==> config.mk <==
export PLATFORM = sky130hd
export DESIGN_NAME = integer_to_radix_text_core_flat
export DESIGN_NICKNAME = d
export VERILOG_FILES = /design/src/hdl/itr_pkg.sv /design/src/hdl/itr_in_if.sv /design/src/hdl/itr_out_if.sv /design/src/hdl/itr_divider.sv /design/src/hdl/itr_digit_store.sv /design/src/hdl/integer_to_radix_text_core.sv /design/src/flat_wrapper.sv
export SDC_FILE = /design/constraint.sdc
export NUM_CORES = 1
export LEC_CHECK = 0
export BUFFER_PORTS_ARGS = -buffer_cell sky130_fd_sc_hd__buf_2
export CAP_MARGIN = 20
export CORE_UTILIZATION = 55
export DETAILED_ROUTE_END_ITERATION = 10
export GPL_TIMING_DRIVEN = 0
export HOLD_SLACK_MARGIN = 0.15
export PLACE_DENSITY = 0.76
export SYNTH_ARGS = -nofsm -noshare
export SYNTH_HDL_FRONTEND = slang
export SYNTH_SLANG_ARGS = --single-unit
==> constraint.sdc <==
create_clock -name i_clk -period 14.4 [get_ports i_clk]
set_input_delay 0.72 -clock i_clk [delete_from_list [all_inputs] [get_ports i_clk]]
set_output_delay 0.72 -clock i_clk [all_outputs]
set_load 0.01 [all_outputs]
==> src/hdl/itr_pkg.sv <==
package itr_pkg;

    // Fixed field widths of the channels
    localparam int VALUE_W = 32;
    localparam int BASE_W  = 6;
    localparam int CHAR_W  = 8;
    localparam int DIGIT_W = 6;

    // Digit store
    localparam int STORE_DEPTH = 32;
    localparam int STORE_AW    = 5;
    localparam int CNT_W       = 6;

    // Radix limits and special characters
    localparam logic [BASE_W-1:0] BASE_MIN  = 6'd2;
    localparam logic [BASE_W-1:0] BASE_MAX  = 6'd36;
    localparam logic [BASE_W-1:0] BASE_TEN  = 6'd10;
    localparam logic [CHAR_W-1:0] CHAR_MINUS = 8'h2d;
    localparam logic [CHAR_W-1:0] CHAR_ZERO  = 8'h30;
    localparam logic [CHAR_W-1:0] CHAR_LOW_A = 8'h61;
    localparam logic [CHAR_W-1:0] CHAR_NUL   = 8'h00;

    // Restoring division bits retired per cycle
    localparam int BITS_PER_CYCLE = 8;

    function automatic logic [CHAR_W-1:0] digit_char(input logic [DIGIT_W-1:0] d);
        logic [CHAR_W-1:0] c;
        if (d < 6'd10) begin
            c = CHAR_ZERO + CHAR_W'(d);
        end else if (d < 6'd36) begin
            c = CHAR_LOW_A + CHAR_W'(d - 6'd10);
        end else begin
            c = CHAR_ZERO;
        end
        return c;
    endfunction

endpackage

==> src/hdl/itr_in_if.sv <==
interface itr_in_if
    import itr_pkg::*;
();
    logic               valid;
    logic               ready;
    logic [VALUE_W-1:0] value;
    logic               signed_mode;
    logic [BASE_W-1:0]  base;

    modport source (output valid, value, signed_mode, base, input ready);
    modport sink   (input valid, value, signed_mode, base, output ready);
endinterface

==> src/hdl/itr_out_if.sv <==
interface itr_out_if
    import itr_pkg::*;
();
    logic              valid;
    logic              ready;
    logic [CHAR_W-1:0] character;
    logic              last;
    logic              bad_base;

    modport source (output valid, character, last, bad_base, input ready);
    modport sink   (input valid, character, last, bad_base, output ready);
endinterface

==> src/hdl/itr_divider.sv <==
module itr_divider
    import itr_pkg::*;
#(
    parameter int VALUE_WIDTH = 32
) (
    input  logic                   i_clk,
    input  logic                   i_rst_n,
    input  logic                   i_start,
    input  logic [VALUE_WIDTH-1:0] i_dividend,
    input  logic [DIGIT_W-1:0]     i_divisor,
    output logic                   o_done,
    output logic [VALUE_WIDTH-1:0] o_quotient,
    output logic [DIGIT_W-1:0]     o_remainder
);

    localparam int STEPS  = (VALUE_WIDTH + BITS_PER_CYCLE - 1) / BITS_PER_CYCLE;
    localparam int PAD_W  = STEPS * BITS_PER_CYCLE;
    localparam int STEP_W = $clog2(STEPS + 1);

    logic              r_busy, n_busy;
    logic              r_done, n_done;
    logic [STEP_W-1:0] r_step, n_step;
    logic [PAD_W-1:0]  r_shift, n_shift;
    logic [DIGIT_W-1:0] r_rem, n_rem;
    logic [DIGIT_W-1:0] r_div, n_div;

    logic [PAD_W-1:0]   s_shift;
    logic [DIGIT_W-1:0] s_rem;

    // Several restoring steps per cycle; dividend bits leave at the top,
    // quotient bits enter at the bottom.
    always_comb begin
        logic [DIGIT_W:0] t;
        s_rem   = r_rem;
        s_shift = r_shift;
        for (int k = 0; k < BITS_PER_CYCLE; k++) begin
            t       = {s_rem, s_shift[PAD_W-1]};
            s_shift = {s_shift[PAD_W-2:0], 1'b0};
            if (t >= {1'b0, r_div}) begin
                t          = t - {1'b0, r_div};
                s_shift[0] = 1'b1;
            end
            s_rem = t[DIGIT_W-1:0];
        end
    end

    always_comb begin
        n_busy  = r_busy;
        n_done  = 1'b0;
        n_step  = r_step;
        n_shift = r_shift;
        n_rem   = r_rem;
        n_div   = r_div;
        if (i_start) begin
            n_busy  = 1'b1;
            n_step  = STEP_W'(STEPS);
            n_shift = PAD_W'(i_dividend);
            n_rem   = '0;
            n_div   = i_divisor;
        end else if (r_busy) begin
            n_shift = s_shift;
            n_rem   = s_rem;
            n_step  = r_step - STEP_W'(1);
            if (r_step == STEP_W'(1)) begin
                n_busy = 1'b0;
                n_done = 1'b1;
            end
        end
    end

    always_ff @(posedge i_clk) begin
        if (!i_rst_n) begin
            r_busy  <= 1'b0;
            r_done  <= 1'b0;
            r_step  <= '0;
            r_shift <= '0;
        end else begin
            r_busy  <= n_busy;
            r_done  <= n_done;
            r_step  <= n_step;
            r_shift <= n_shift;
        end
        r_rem <= n_rem;
        r_div <= n_div;
    end

    assign o_done      = r_done;
    assign o_quotient  = r_shift[VALUE_WIDTH-1:0];
    assign o_remainder = r_rem;

endmodule

==> src/hdl/itr_digit_store.sv <==
module itr_digit_store
    import itr_pkg::*;
(
    input  logic                i_clk,
    input  logic                i_we,
    input  logic [STORE_AW-1:0] i_waddr,
    input  logic [DIGIT_W-1:0]  i_wdata,
    input  logic                i_re,
    input  logic [STORE_AW-1:0] i_raddr,
    output logic [DIGIT_W-1:0]  o_rdata
);

    logic [DIGIT_W-1:0] r_mem [STORE_DEPTH];
    logic [DIGIT_W-1:0] r_rdata;

    always_ff @(posedge i_clk) begin
        if (i_we) begin
            r_mem[i_waddr] <= i_wdata;
        end
        if (i_re) begin
            r_rdata <= r_mem[i_raddr];
        end
    end

    assign o_rdata = r_rdata;

endmodule

==> src/hdl/integer_to_radix_text_core.sv <==
// Integer to radix text converter.
//
// i_in carries value, signed_mode and base; o_out returns one beat per
// character (lower-case ASCII digits, most significant first) with last on
// the final one. In signed mode with base ten a negative value is sent as
// '-' followed by its magnitude. A base outside 2..36 returns a single beat
// with character 0, last and bad_base set.
//
// One conversion at a time: i_in.ready is high only while the block is
// idle. Digits come from a shared divider that retires 8 quotient bits per
// cycle and then hands back the result, one division per digit. Up to 32
// digits are produced before the first character leaves. Each character
// then passes through digit store read, output load and handoff; a stalled
// sink simply holds the output beat, nothing is lost. A bad base is
// answered straight from idle, without the divider.
//
// Reset is synchronous, active low; it idles the sequencer and drops
// o_out.valid. The digit store needs no clearing.
module integer_to_radix_text_core
    import itr_pkg::*;
#(
    parameter int VALUE_WIDTH = 32
) (
    input  logic      i_clk,
    input  logic      i_rst_n,
    itr_in_if.sink    i_in,
    itr_out_if.source o_out
);

    localparam int IN_W = (VALUE_WIDTH < VALUE_W) ? VALUE_WIDTH : VALUE_W;

    localparam logic [2:0] S_IDLE = 3'd0;
    localparam logic [2:0] S_DIV  = 3'd1;
    localparam logic [2:0] S_RD   = 3'd2;
    localparam logic [2:0] S_LOAD = 3'd3;
    localparam logic [2:0] S_OUT  = 3'd4;

    logic [2:0]          r_state, n_state;
    logic [BASE_W-1:0]   r_base, n_base;
    logic [CNT_W-1:0]    r_cnt, n_cnt;
    logic                r_neg, n_neg;
    logic [STORE_AW-1:0] r_idx, n_idx;
    logic                r_out_valid, n_out_valid;
    logic [CHAR_W-1:0]   r_out_char, n_out_char;
    logic                r_out_last, n_out_last;
    logic                r_out_bad, n_out_bad;

    logic [VALUE_WIDTH-1:0] s_value;
    logic [VALUE_WIDTH-1:0] s_mag;
    logic                   s_in_neg;
    logic                   s_base_ok;
    logic                   s_in_fire;
    logic                   s_out_fire;
    logic [CNT_W-1:0]       s_cnt_inc;

    logic                   s_div_start;
    logic [VALUE_WIDTH-1:0] s_div_dividend;
    logic [DIGIT_W-1:0]     s_div_divisor;
    logic                   s_div_done;
    logic [VALUE_WIDTH-1:0] s_div_quo;
    logic [DIGIT_W-1:0]     s_div_rem;

    logic                   s_we;
    logic                   s_re;
    logic [DIGIT_W-1:0]     s_rdata;

    assign s_in_fire  = i_in.valid && i_in.ready;
    assign s_out_fire = o_out.valid && o_out.ready;

    assign s_value   = VALUE_WIDTH'(i_in.value[IN_W-1:0]);
    assign s_base_ok = (i_in.base >= BASE_MIN) && (i_in.base <= BASE_MAX);
    assign s_in_neg  = i_in.signed_mode && (i_in.base == BASE_TEN) && s_value[VALUE_WIDTH-1];
    assign s_mag     = s_in_neg ? (~s_value + VALUE_WIDTH'(1)) : s_value;

    // Digits beyond the store depth are dropped, the count saturates
    assign s_cnt_inc = r_cnt[CNT_W-1] ? r_cnt : (r_cnt + CNT_W'(1));

    assign s_div_dividend = (r_state == S_IDLE) ? s_mag : s_div_quo;
    assign s_div_divisor  = (r_state == S_IDLE) ? i_in.base : r_base;
    assign s_we = (r_state == S_DIV) && s_div_done && !r_cnt[CNT_W-1];
    assign s_re = (r_state == S_RD);

    always_comb begin
        n_state     = r_state;
        n_base      = r_base;
        n_cnt       = r_cnt;
        n_neg       = r_neg;
        n_idx       = r_idx;
        n_out_valid = r_out_valid;
        n_out_char  = r_out_char;
        n_out_last  = r_out_last;
        n_out_bad   = r_out_bad;
        s_div_start = 1'b0;
        unique case (r_state)
            S_IDLE: begin
                if (s_in_fire) begin
                    if (!s_base_ok) begin
                        n_out_valid = 1'b1;
                        n_out_char  = CHAR_NUL;
                        n_out_last  = 1'b1;
                        n_out_bad   = 1'b1;
                        n_state     = S_OUT;
                    end else begin
                        n_base      = i_in.base;
                        n_cnt       = '0;
                        n_neg       = s_in_neg;
                        s_div_start = 1'b1;
                        n_state     = S_DIV;
                    end
                end
            end
            S_DIV: begin
                if (s_div_done) begin
                    n_cnt = s_cnt_inc;
                    if (s_div_quo != '0) begin
                        s_div_start = 1'b1;
                    end else begin
                        n_idx = STORE_AW'(s_cnt_inc - CNT_W'(1));
                        // a full store leaves no room for the sign
                        n_neg = r_neg && !s_cnt_inc[CNT_W-1];
                        if (n_neg) begin
                            n_out_valid = 1'b1;
                            n_out_char  = CHAR_MINUS;
                            n_out_last  = 1'b0;
                            n_out_bad   = 1'b0;
                            n_state     = S_OUT;
                        end else begin
                            n_state = S_RD;
                        end
                    end
                end
            end
            S_RD: begin
                n_state = S_LOAD;
            end
            S_LOAD: begin
                n_out_valid = 1'b1;
                n_out_char  = digit_char(s_rdata);
                n_out_last  = (r_idx == '0);
                n_out_bad   = 1'b0;
                n_idx       = r_idx - STORE_AW'(1);
                n_state     = S_OUT;
            end
            S_OUT: begin
                if (s_out_fire) begin
                    n_out_valid = 1'b0;
                    n_state     = r_out_last ? S_IDLE : S_RD;
                end
            end
            default: begin
                n_state     = S_IDLE;
                n_out_valid = 1'b0;
            end
        endcase
    end

    always_ff @(posedge i_clk) begin
        if (!i_rst_n) begin
            r_state     <= S_IDLE;
            r_cnt       <= '0;
            r_neg       <= 1'b0;
            r_out_valid <= 1'b0;
        end else begin
            r_state     <= n_state;
            r_cnt       <= n_cnt;
            r_neg       <= n_neg;
            r_out_valid <= n_out_valid;
        end
        r_base     <= n_base;
        r_idx      <= n_idx;
        r_out_char <= n_out_char;
        r_out_last <= n_out_last;
        r_out_bad  <= n_out_bad;
    end

    itr_divider #(
        .VALUE_WIDTH(VALUE_WIDTH)
    ) u_divider (
        .i_clk       (i_clk),
        .i_rst_n     (i_rst_n),
        .i_start     (s_div_start),
        .i_dividend  (s_div_dividend),
        .i_divisor   (s_div_divisor),
        .o_done      (s_div_done),
        .o_quotient  (s_div_quo),
        .o_remainder (s_div_rem)
    );

    itr_digit_store u_store (
        .i_clk   (i_clk),
        .i_we    (s_we),
        .i_waddr (r_cnt[STORE_AW-1:0]),
        .i_wdata (s_div_rem),
        .i_re    (s_re),
        .i_raddr (r_idx),
        .o_rdata (s_rdata)
    );

    assign i_in.ready      = (r_state == S_IDLE);
    assign o_out.valid     = r_out_valid;
    assign o_out.character = r_out_char;
    assign o_out.last      = r_out_last;
    assign o_out.bad_base  = r_out_bad;

endmodule
==> src/flat_wrapper.sv <==
// flat-port wrapper written by rule: the top's interface ports become plain ports
module integer_to_radix_text_core_flat import itr_pkg::*;
#(
    parameter int VALUE_WIDTH = 32
)
  (i_clk, i_rst_n, i_in_valid, i_in_value, i_in_signed_mode, i_in_base, i_in_ready, o_out_valid, o_out_character, o_out_last, o_out_bad_base, o_out_ready);
  itr_in_if i_in_i ();
  itr_out_if o_out_i ();
  input  logic i_clk;
  input  logic i_rst_n;
  input wire logic [$bits(i_in_i.valid)-1:0] i_in_valid;
  input wire logic [$bits(i_in_i.value)-1:0] i_in_value;
  input wire logic [$bits(i_in_i.signed_mode)-1:0] i_in_signed_mode;
  input wire logic [$bits(i_in_i.base)-1:0] i_in_base;
  output wire logic [$bits(i_in_i.ready)-1:0] i_in_ready;
  output wire logic [$bits(o_out_i.valid)-1:0] o_out_valid;
  output wire logic [$bits(o_out_i.character)-1:0] o_out_character;
  output wire logic [$bits(o_out_i.last)-1:0] o_out_last;
  output wire logic [$bits(o_out_i.bad_base)-1:0] o_out_bad_base;
  input wire logic [$bits(o_out_i.ready)-1:0] o_out_ready;
  assign i_in_i.valid = i_in_valid;
  assign i_in_i.value = i_in_value;
  assign i_in_i.signed_mode = i_in_signed_mode;
  assign i_in_i.base = i_in_base;
  assign i_in_ready = i_in_i.ready;
  assign o_out_valid = o_out_i.valid;
  assign o_out_character = o_out_i.character;
  assign o_out_last = o_out_i.last;
  assign o_out_bad_base = o_out_i.bad_base;
  assign o_out_i.ready = o_out_ready;
  integer_to_radix_text_core #(.VALUE_WIDTH(VALUE_WIDTH)) u_core (.i_clk(i_clk), .i_rst_n(i_rst_n), .i_in(i_in_i), .o_out(o_out_i));
endmodule
Yosys cells after proc, flatten, opt, wreduce, memory -nomap -nowiden
Memories as Yosys holds them, arrays and structs flattened. A register that Yosys moved wholly into a read port is not among the register bits. Cells that the tools add are included. W data, S select, Z words.

Register bits: 81. Latch bits: 0. RAM bits: 192. Memory bits (read-only): 0. Bits of input ports: 43. Output and inout port bits: 12. Memories kept: 1.

Memory list: u_core.u_store.r_mem (words 32, width 6, rd ports 1, clocked after memory_dff 1, write ports 1, line itr_digit_store.sv:13) `logic [DIGIT_W-1:0] r_mem [STORE_DEPTH];`.

Add/sub/neg operators: 16. Multipliers: 0. Divide/modulo/power cells: 0. Magnitude comparators: 12. Eq/ne operators: 14. Shifts and indexed selects: 0. Mux-type cells: 75. Bitwise logic cells: 4. Reductions and logical operators: 27.

Operator list (number): $mux W32 (4); $mux W6 (13); $ge A7 B6 Y1 (8); $mux W8 (7); $sub A6 B6 Y6 (8); $add A32 B1 Y32 const B (1); $not A32 Y32 (1); $reduce_bool A32 Y1 (1); $mux W1 (31); $mux W3 (8); $pmux W8 S3 (1); $pmux W3 S5 (1); $ne A2 B2 Y1 const B (6); $pmux W6 S2 (1); $mux W5 (2); $pmux W5 S2 (1); $sub A5 B1 Y5 const B (2); $add A7 B8 Y8 const A (1); $logic_and A1 B1 Y1 (8); $reduce_and A4 Y1 (2); $add A6 B6 Y7 const A (1); $reduce_and A7 Y1 (1); $sub A6 B4 Y7 const B (1); $add A6 B1 Y6 const B (1); 26 further kinds (37).

Depth between registers and ports, before layout
Depth after elaboration: 18. Mapped depth: 81. Mapped depth without buffers: 78.

Hierarchy
From an unflattened synthesis, not the netlist that was laid out.

Cell total of the unflattened synthesis: 1316. Area total of the unflattened synthesis: 15722.6 um^2.

By module, submodules not included: itr_digit_store (instances 1, cells an instance 323, area an instance 7649.8 um^2, sequential area each 5945.7 um^2); itr_divider (instances 1, cells an instance 592, area an instance 4992.3 um^2, sequential area each 1041.0 um^2); integer_to_radix_text_core (instances 1, cells an instance 401, area an instance 3080.5 um^2, sequential area each 850.8 um^2).

Worst setup path after synthesis
No wires, ideal clock.

Path type: register to register. Start: reg u_core.u_divider.r_div[1]. End: reg u_core.u_divider.r_rem[0], in the netlist u_core.u_divider.o_remainder[0]. Library setup time: 122 ps. Arrival time: 14996 ps. Required time: 14278 ps. Setup slack: -719 ps. Stages on the path, launching flop included: 74. Path through: edfxtp_1 -> inv_1 -> ha_1 -> a21oi_1 -> o211ai_1 -> mux2_2 -> inv_1 -> ha_1 -> o21ai_0 -> o21bai_1 -> a41oi_1 -> o31ai_4 -> buf_2 -> o21a_1 -> ha_1 -> nor2b_4 -> o31a_1 -> o32ai_2 -> (+38 left out) -> a21o_1 -> a21o_1 -> a211o_1 -> a21oi_1 -> nand2_1 -> o31a_1 -> buf_6 -> a21oi_1 -> ha_1 -> a21o_1 -> a21o_1 -> a21o_1 -> a21o_1 -> a211o_1 -> a21oi_2 -> o21ai_4 -> nor4b_1 -> a311o_1.

Longest elaborated chain between the ends: 16. Elaborated cells on any way between the ends: 23. Those cells by class: 7 x add/sub; 8 x order compare; 8 x mux.

RTL lines: start, declared (line itr_divider.sv:25) `logic [DIGIT_W-1:0] r_div, n_div;`; start signal, assigned (line itr_divider.sv:84) `r_div <= n_div;`; $sub A6 B6 Y6 or $ge A7 B6 Y1 (tied branches) (line itr_divider.sv:40, itr_divider.sv:39); $mux W6 (line itr_divider.sv:39) `if (t >= {1'b0, r_div}) begin`; $sub A6 B6 Y6 or $ge A7 B6 Y1 (tied branches) (line itr_divider.sv:40, itr_divider.sv:39); $mux W6 (line itr_divider.sv:39); $sub A6 B6 Y6 or $ge A7 B6 Y1 (tied branches) (line itr_divider.sv:40, itr_divider.sv:39); $mux W6 (line itr_divider.sv:39); $sub A6 B6 Y6 or $ge A7 B6 Y1 (tied branches) (line itr_divider.sv:40, itr_divider.sv:39); $mux W6 (line itr_divider.sv:39); $sub A6 B6 Y6 or $ge A7 B6 Y1 (tied branches) (line itr_divider.sv:40, itr_divider.sv:39); $mux W6 (line itr_divider.sv:39); $ge A7 B6 Y1 or $sub A6 B6 Y6 (tied branches) (line itr_divider.sv:39, itr_divider.sv:40); $mux W6 (line itr_divider.sv:39); $sub A6 B6 Y6 or $ge A7 B6 Y1 (tied branches) (line itr_divider.sv:40, itr_divider.sv:39); $mux W6 (line itr_divider.sv:39); $ge A7 B6 Y1 (*) (line itr_divider.sv:39); $mux W6 (*) (line itr_divider.sv:39); end signal, assigned (line itr_divider.sv:83) `r_rem <= n_rem;`; end, declared (line itr_divider.sv:24) `logic [DIGIT_W-1:0] r_rem, n_rem;`.

Every way passes the cells marked *; elsewhere a longest branch is shown, timed or not. A chain may end at the register's enable or synchronous reset.

Final worst setup path
Start: reg u_core.u_divider.r_div[0]. End: reg u_core.u_divider.r_rem[0], in the netlist u_core.u_divider.o_remainder[0].

Longest elaborated chain between the ends: 16. Elaborated cells on any way between the ends: 24. Those cells by class: 8 x add/sub; 8 x order compare; 8 x mux.

RTL lines (line): $sub A6 B6 Y6 or $ge A7 B6 Y1 (tied branches) (itr_divider.sv:40, itr_divider.sv:39); $mux W6 (itr_divider.sv:39); $sub A6 B6 Y6 or $ge A7 B6 Y1 (tied branches) (itr_divider.sv:40, itr_divider.sv:39); $mux W6 (itr_divider.sv:39); $sub A6 B6 Y6 or $ge A7 B6 Y1 (tied branches) (itr_divider.sv:40, itr_divider.sv:39); $mux W6 (itr_divider.sv:39); $sub A6 B6 Y6 or $ge A7 B6 Y1 (tied branches) (itr_divider.sv:40, itr_divider.sv:39); $mux W6 (itr_divider.sv:39); $sub A6 B6 Y6 or $ge A7 B6 Y1 (tied branches) (itr_divider.sv:40, itr_divider.sv:39); $mux W6 (itr_divider.sv:39); $sub A6 B6 Y6 or $ge A7 B6 Y1 (tied branches) (itr_divider.sv:40, itr_divider.sv:39); $mux W6 (itr_divider.sv:39); $ge A7 B6 Y1 or $sub A6 B6 Y6 (tied branches) (itr_divider.sv:39, itr_divider.sv:40); $mux W6 (itr_divider.sv:39); $ge A7 B6 Y1 (itr_divider.sv:39); $mux W6 (*) (itr_divider.sv:39).

Marked as above.

==> summary.txt <==
Yosys
  • Fraction of registers with async set/reset: 0
  • #FFs+latches synth: 279
  • Mapped Area: 15000 sq um
  • Post-synthesis instance total: 1216
  • Syn nets: 1329
  • Avg Inst Size Synth: 12.3 sq um
  • Number of synthesized flops with an enable pin: 225
  • YS warnings: 0
  • Ys flop type: edfxtp_1
  • Sequential area share after synthesis: 0.523
  • Post-synthesis cell type count: 69

Floorplanning
  • Die Area: 27900 sq um
  • Die Y: 167 um
  • # rows: 60
  • Core area: 26900 sq um
  • I/O pins: 55
  • Initial Util: 0.558
  • Chip Width: 167 um

Flow run
  • MaxCap Viol Count: 0

Worst setup path
  • Family with the most delay on the worst path: compound AO/OA/AOI/OAI gates
  • Crit path required time: 14.83 ns
  • Crit Path Max Fanout: 7
  • Slowest CP cell: edfxtp_1
  • Setup crit end kind: flip-flop
  • Arr. time, crit path: 14.79 ns
  • WS Path Type: flip-flop to flip-flop
  • Slowest Stage Delay on Critical Path: 0.45 ns
  • CP Launch Type: flip-flop
  • Most frequent CP cell: a21o_1
  • CP Buf/Inv Count: 6
  • Slack of the worst reg-to-reg path: 0.03 ns

Timing
  • Fin Hold WS: 0.392 ns
  • RSZ-0062 raised after global routing: yes
  • Relative slew slack: 0.331
  • Final period utilization: 0.998
  • Worst Max-Slew Pin Slew: 1.00 ns
  • Final hold viol count: 0
  • Final setup violating endpoints: 0
  • Minimum clock period: 14.37 ns
  • Clock skew: 0.0290 ns
  • Max Freq: 0.0696 GHz
  • Final Worst Setup Slack: 0.0345 ns
  • Final Max Tran Viols: 0

Layout
  • Final Instance Area: 17800 sq um
  • Register area: 7860 sq um
  • Final nets: 1490
  • Finished Layout Cells: 1740
  • Most frequent cells in the layout: edfxtp_1, nor2_1, buf_4
  • Fillers: 1888
  • Most common cell after layout, fill and taps aside: edfxtp_1
  • Layout cells sized above 1: 0.264
  • Antenna Cells: 0
  • Area delta synth->final: 18.9%
  • Area of the multi-input gates: 7240 sq um

Routing
  • DRT iter0 DRCs: 885
  • Vias after detailed routing: 10.6k
  • Antenna viol nets, final: 0
  • DRT Pass-1 Iters: 5
  • Post-DR wirelength/cell: 21.4 um
  • Final WL: 37.2 mm
  • Remaining DRCs: 0
  • Via density: 6.11

GRT
  • First-pass GRT wire length: 56.4 mm
  • Initial antenna violation count: 0
  • GR Overflow Total: 0
  • Vias in the first global route: 10.5k
  • Pin count of the biggest net entering global routing: 36
  • Tot GR Track Use: 0.261

CTS
  • Longest Clk Path Bufs: 3
  • CTS sink cnt: 279
  • Hold buffer count at cts: 0
  • CTS Buf Count: 28
  • Clk pin slew, worst setup/hold paths: 0.06 ns
  • Htree depth: 1
  • CTS Root Cell: clkbuf_16
  • Clk Latency, worst-skew pair: 0.57 ns
  • CTS tree: yes

Placed design
  • Port Buf Inserts: 53
  • GP Congestion: 0.909
  • DP Cell Count: 1611
  • Placement Cell Area: 15700 sq um
  • Pre-CTS setup slack: -2.34 ns
  • Hpwl dp: 23.9 mm

Status
  • Outcome: complete, no violations

Min path
  • Worst Hold Class: primary input to flip-flop
[state kept, by name, indices dropped and copies added (netlist names)]
| signal | cells |
|---|---|
| u_core.r_neg | 1 |
| u_core.r_base | 6 |
| u_core.o_out.last | 1 |
| u_core.o_out.valid | 1 |
| u_core.u_divider.o_quotient | 32 |
| u_core.u_divider.r_div | 6 |
| u_core.r_state | 3 |
| u_core.r_cnt | 6 |
| u_core.u_divider.r_step | 3 |
| u_core.u_divider.r_busy | 1 |
| u_core.u_store.o_rdata | 6 |
| u_core.r_idx | 5 |
| u_core.u_divider.o_done | 1 |
| u_core.u_store.r_mem | 192 |
| u_core.o_out.character | 8 |
| u_core.u_divider.o_remainder | 6 |
| u_core.o_out.bad_base | 1 |
[path summary, 6_finish.rpt]
check,startpoint,end,cells after the start
max,u_core.u_divider.r_div[0]$_DFFE_PP_,u_core.u_divider.o_remainder[0]$_SDFFE_PP0P_,75
min,i_in_base[0],u_core.r_base[0]$_DFFE_PP_,1
max reg2reg,u_core.u_divider.r_div[0]$_DFFE_PP_,u_core.u_divider.o_remainder[0]$_SDFFE_PP0P_,75
min reg2reg,u_core.u_divider.o_quotient[0]$_SDFFE_PN0P_,u_core.u_divider.o_quotient[0]$_SDFFE_PN0P_,2
[metal layers]
metal,global-route usage,wire [um],vias up
li1,-,-,4902
met1,0.329,14500,5183
met2,0.464,18900,446
met3,0.0283,2380,98
met4,0.0986,1390,0
met5,0,0,-
[synthesized netlist by cell type, types with 6 or more instances]
cell | count | share of area
mux2_2 | 29 | 0.022
mux4_2 | 60 | 0.090
buf_1 | 6 | 0.0015
edfxtp_1 | 225 | 0.45
a211oi_1 | 31 | 0.016
fa_1 | 8 | 0.011
nand2b_1 | 9 | 0.0038
inv_1 | 57 | 0.014
xnor2_1 | 43 | 0.025
ha_1 | 62 | 0.052
nor2b_1 | 53 | 0.022
xor2_1 | 23 | 0.013
o31a_1 | 7 | 0.0041
nand3_1 | 13 | 0.0043
a21oi_1 | 79 | 0.026
o21ai_0 | 43 | 0.014
clkbuf_1 | 42 | 0.011
or3_1 | 10 | 0.0042
a31oi_1 | 8 | 0.0033
a211o_1 | 7 | 0.0041
nor3_1 | 19 | 0.0063
nand4_1 | 10 | 0.0042
nand2_1 | 59 | 0.015
dfxtp_1 | 54 | 0.072
and2_1 | 8 | 0.0033
nor4_1 | 12 | 0.0050
mux2i_1 | 21 | 0.014
nor2_1 | 120 | 0.030
a21o_1 | 14 | 0.0070
nor3b_1 | 9 | 0.0045
o21a_1 | 9 | 0.0045
[repair_timing]
item                                   in CTS  in global routing
gates resized for setup                    57                 55
endpoints found under the hold margin       0                  0
setup endpoints to repair                   8                  7
pin swaps                                  29                 52
buffers inserted                           56                 20
[cell families (layout without fill, tap and decap cells)]
kind of cell,after synthesis,count (layout),synth area share
buffers and inverters,108,291,0.0281
AOI/OAI and AO/OA,240,240,0.105
adders and majority gates,70,70,0.0625
muxes,113,113,0.130
xor gates and xnor gates,66,66,0.0386
and+or+nand+nor,340,340,0.113
DFF,279,279,0.523
[area by class of cell]
type / instances / area share
sequential: 279 / 0.441
multi-input combinational: 829 / 0.406
timing repair buffer: 131 / 0.0491
clock buffer: 34 / 0.0423
tap: 341 / 0.0239
inverter: 57 / 0.0130
clock inverter: 18 / 0.0126
buffer: 51 / 0.0120
[stage by stage]
step	setup TNS (ns)	utilization
after floorplan	0	-
after global placement	-13.72	0.584
final	0	0.663
after detailed placement	-15.50	0.585
after CTS	0	0.646
after global routing	-3.14	0.663
[worst register-to-register path, delay by kind of cell, from the launching register on]
kind,cells,cell delay (ns)
AO/OA/AOI/OAI,40,7.68
adder cells (fa/ha/maj),9,2.45
AND/OR/NAND/NOR,15,1.62
multiplexers,4,1.19
buffers and inverters,6,0.64
flip-flops,1,0.45
XOR/XNOR,1,0.23
Power is left out: the tool's default activity adds up to more than one toggle a clock period on the data nets, which glitch-free logic cannot reach.
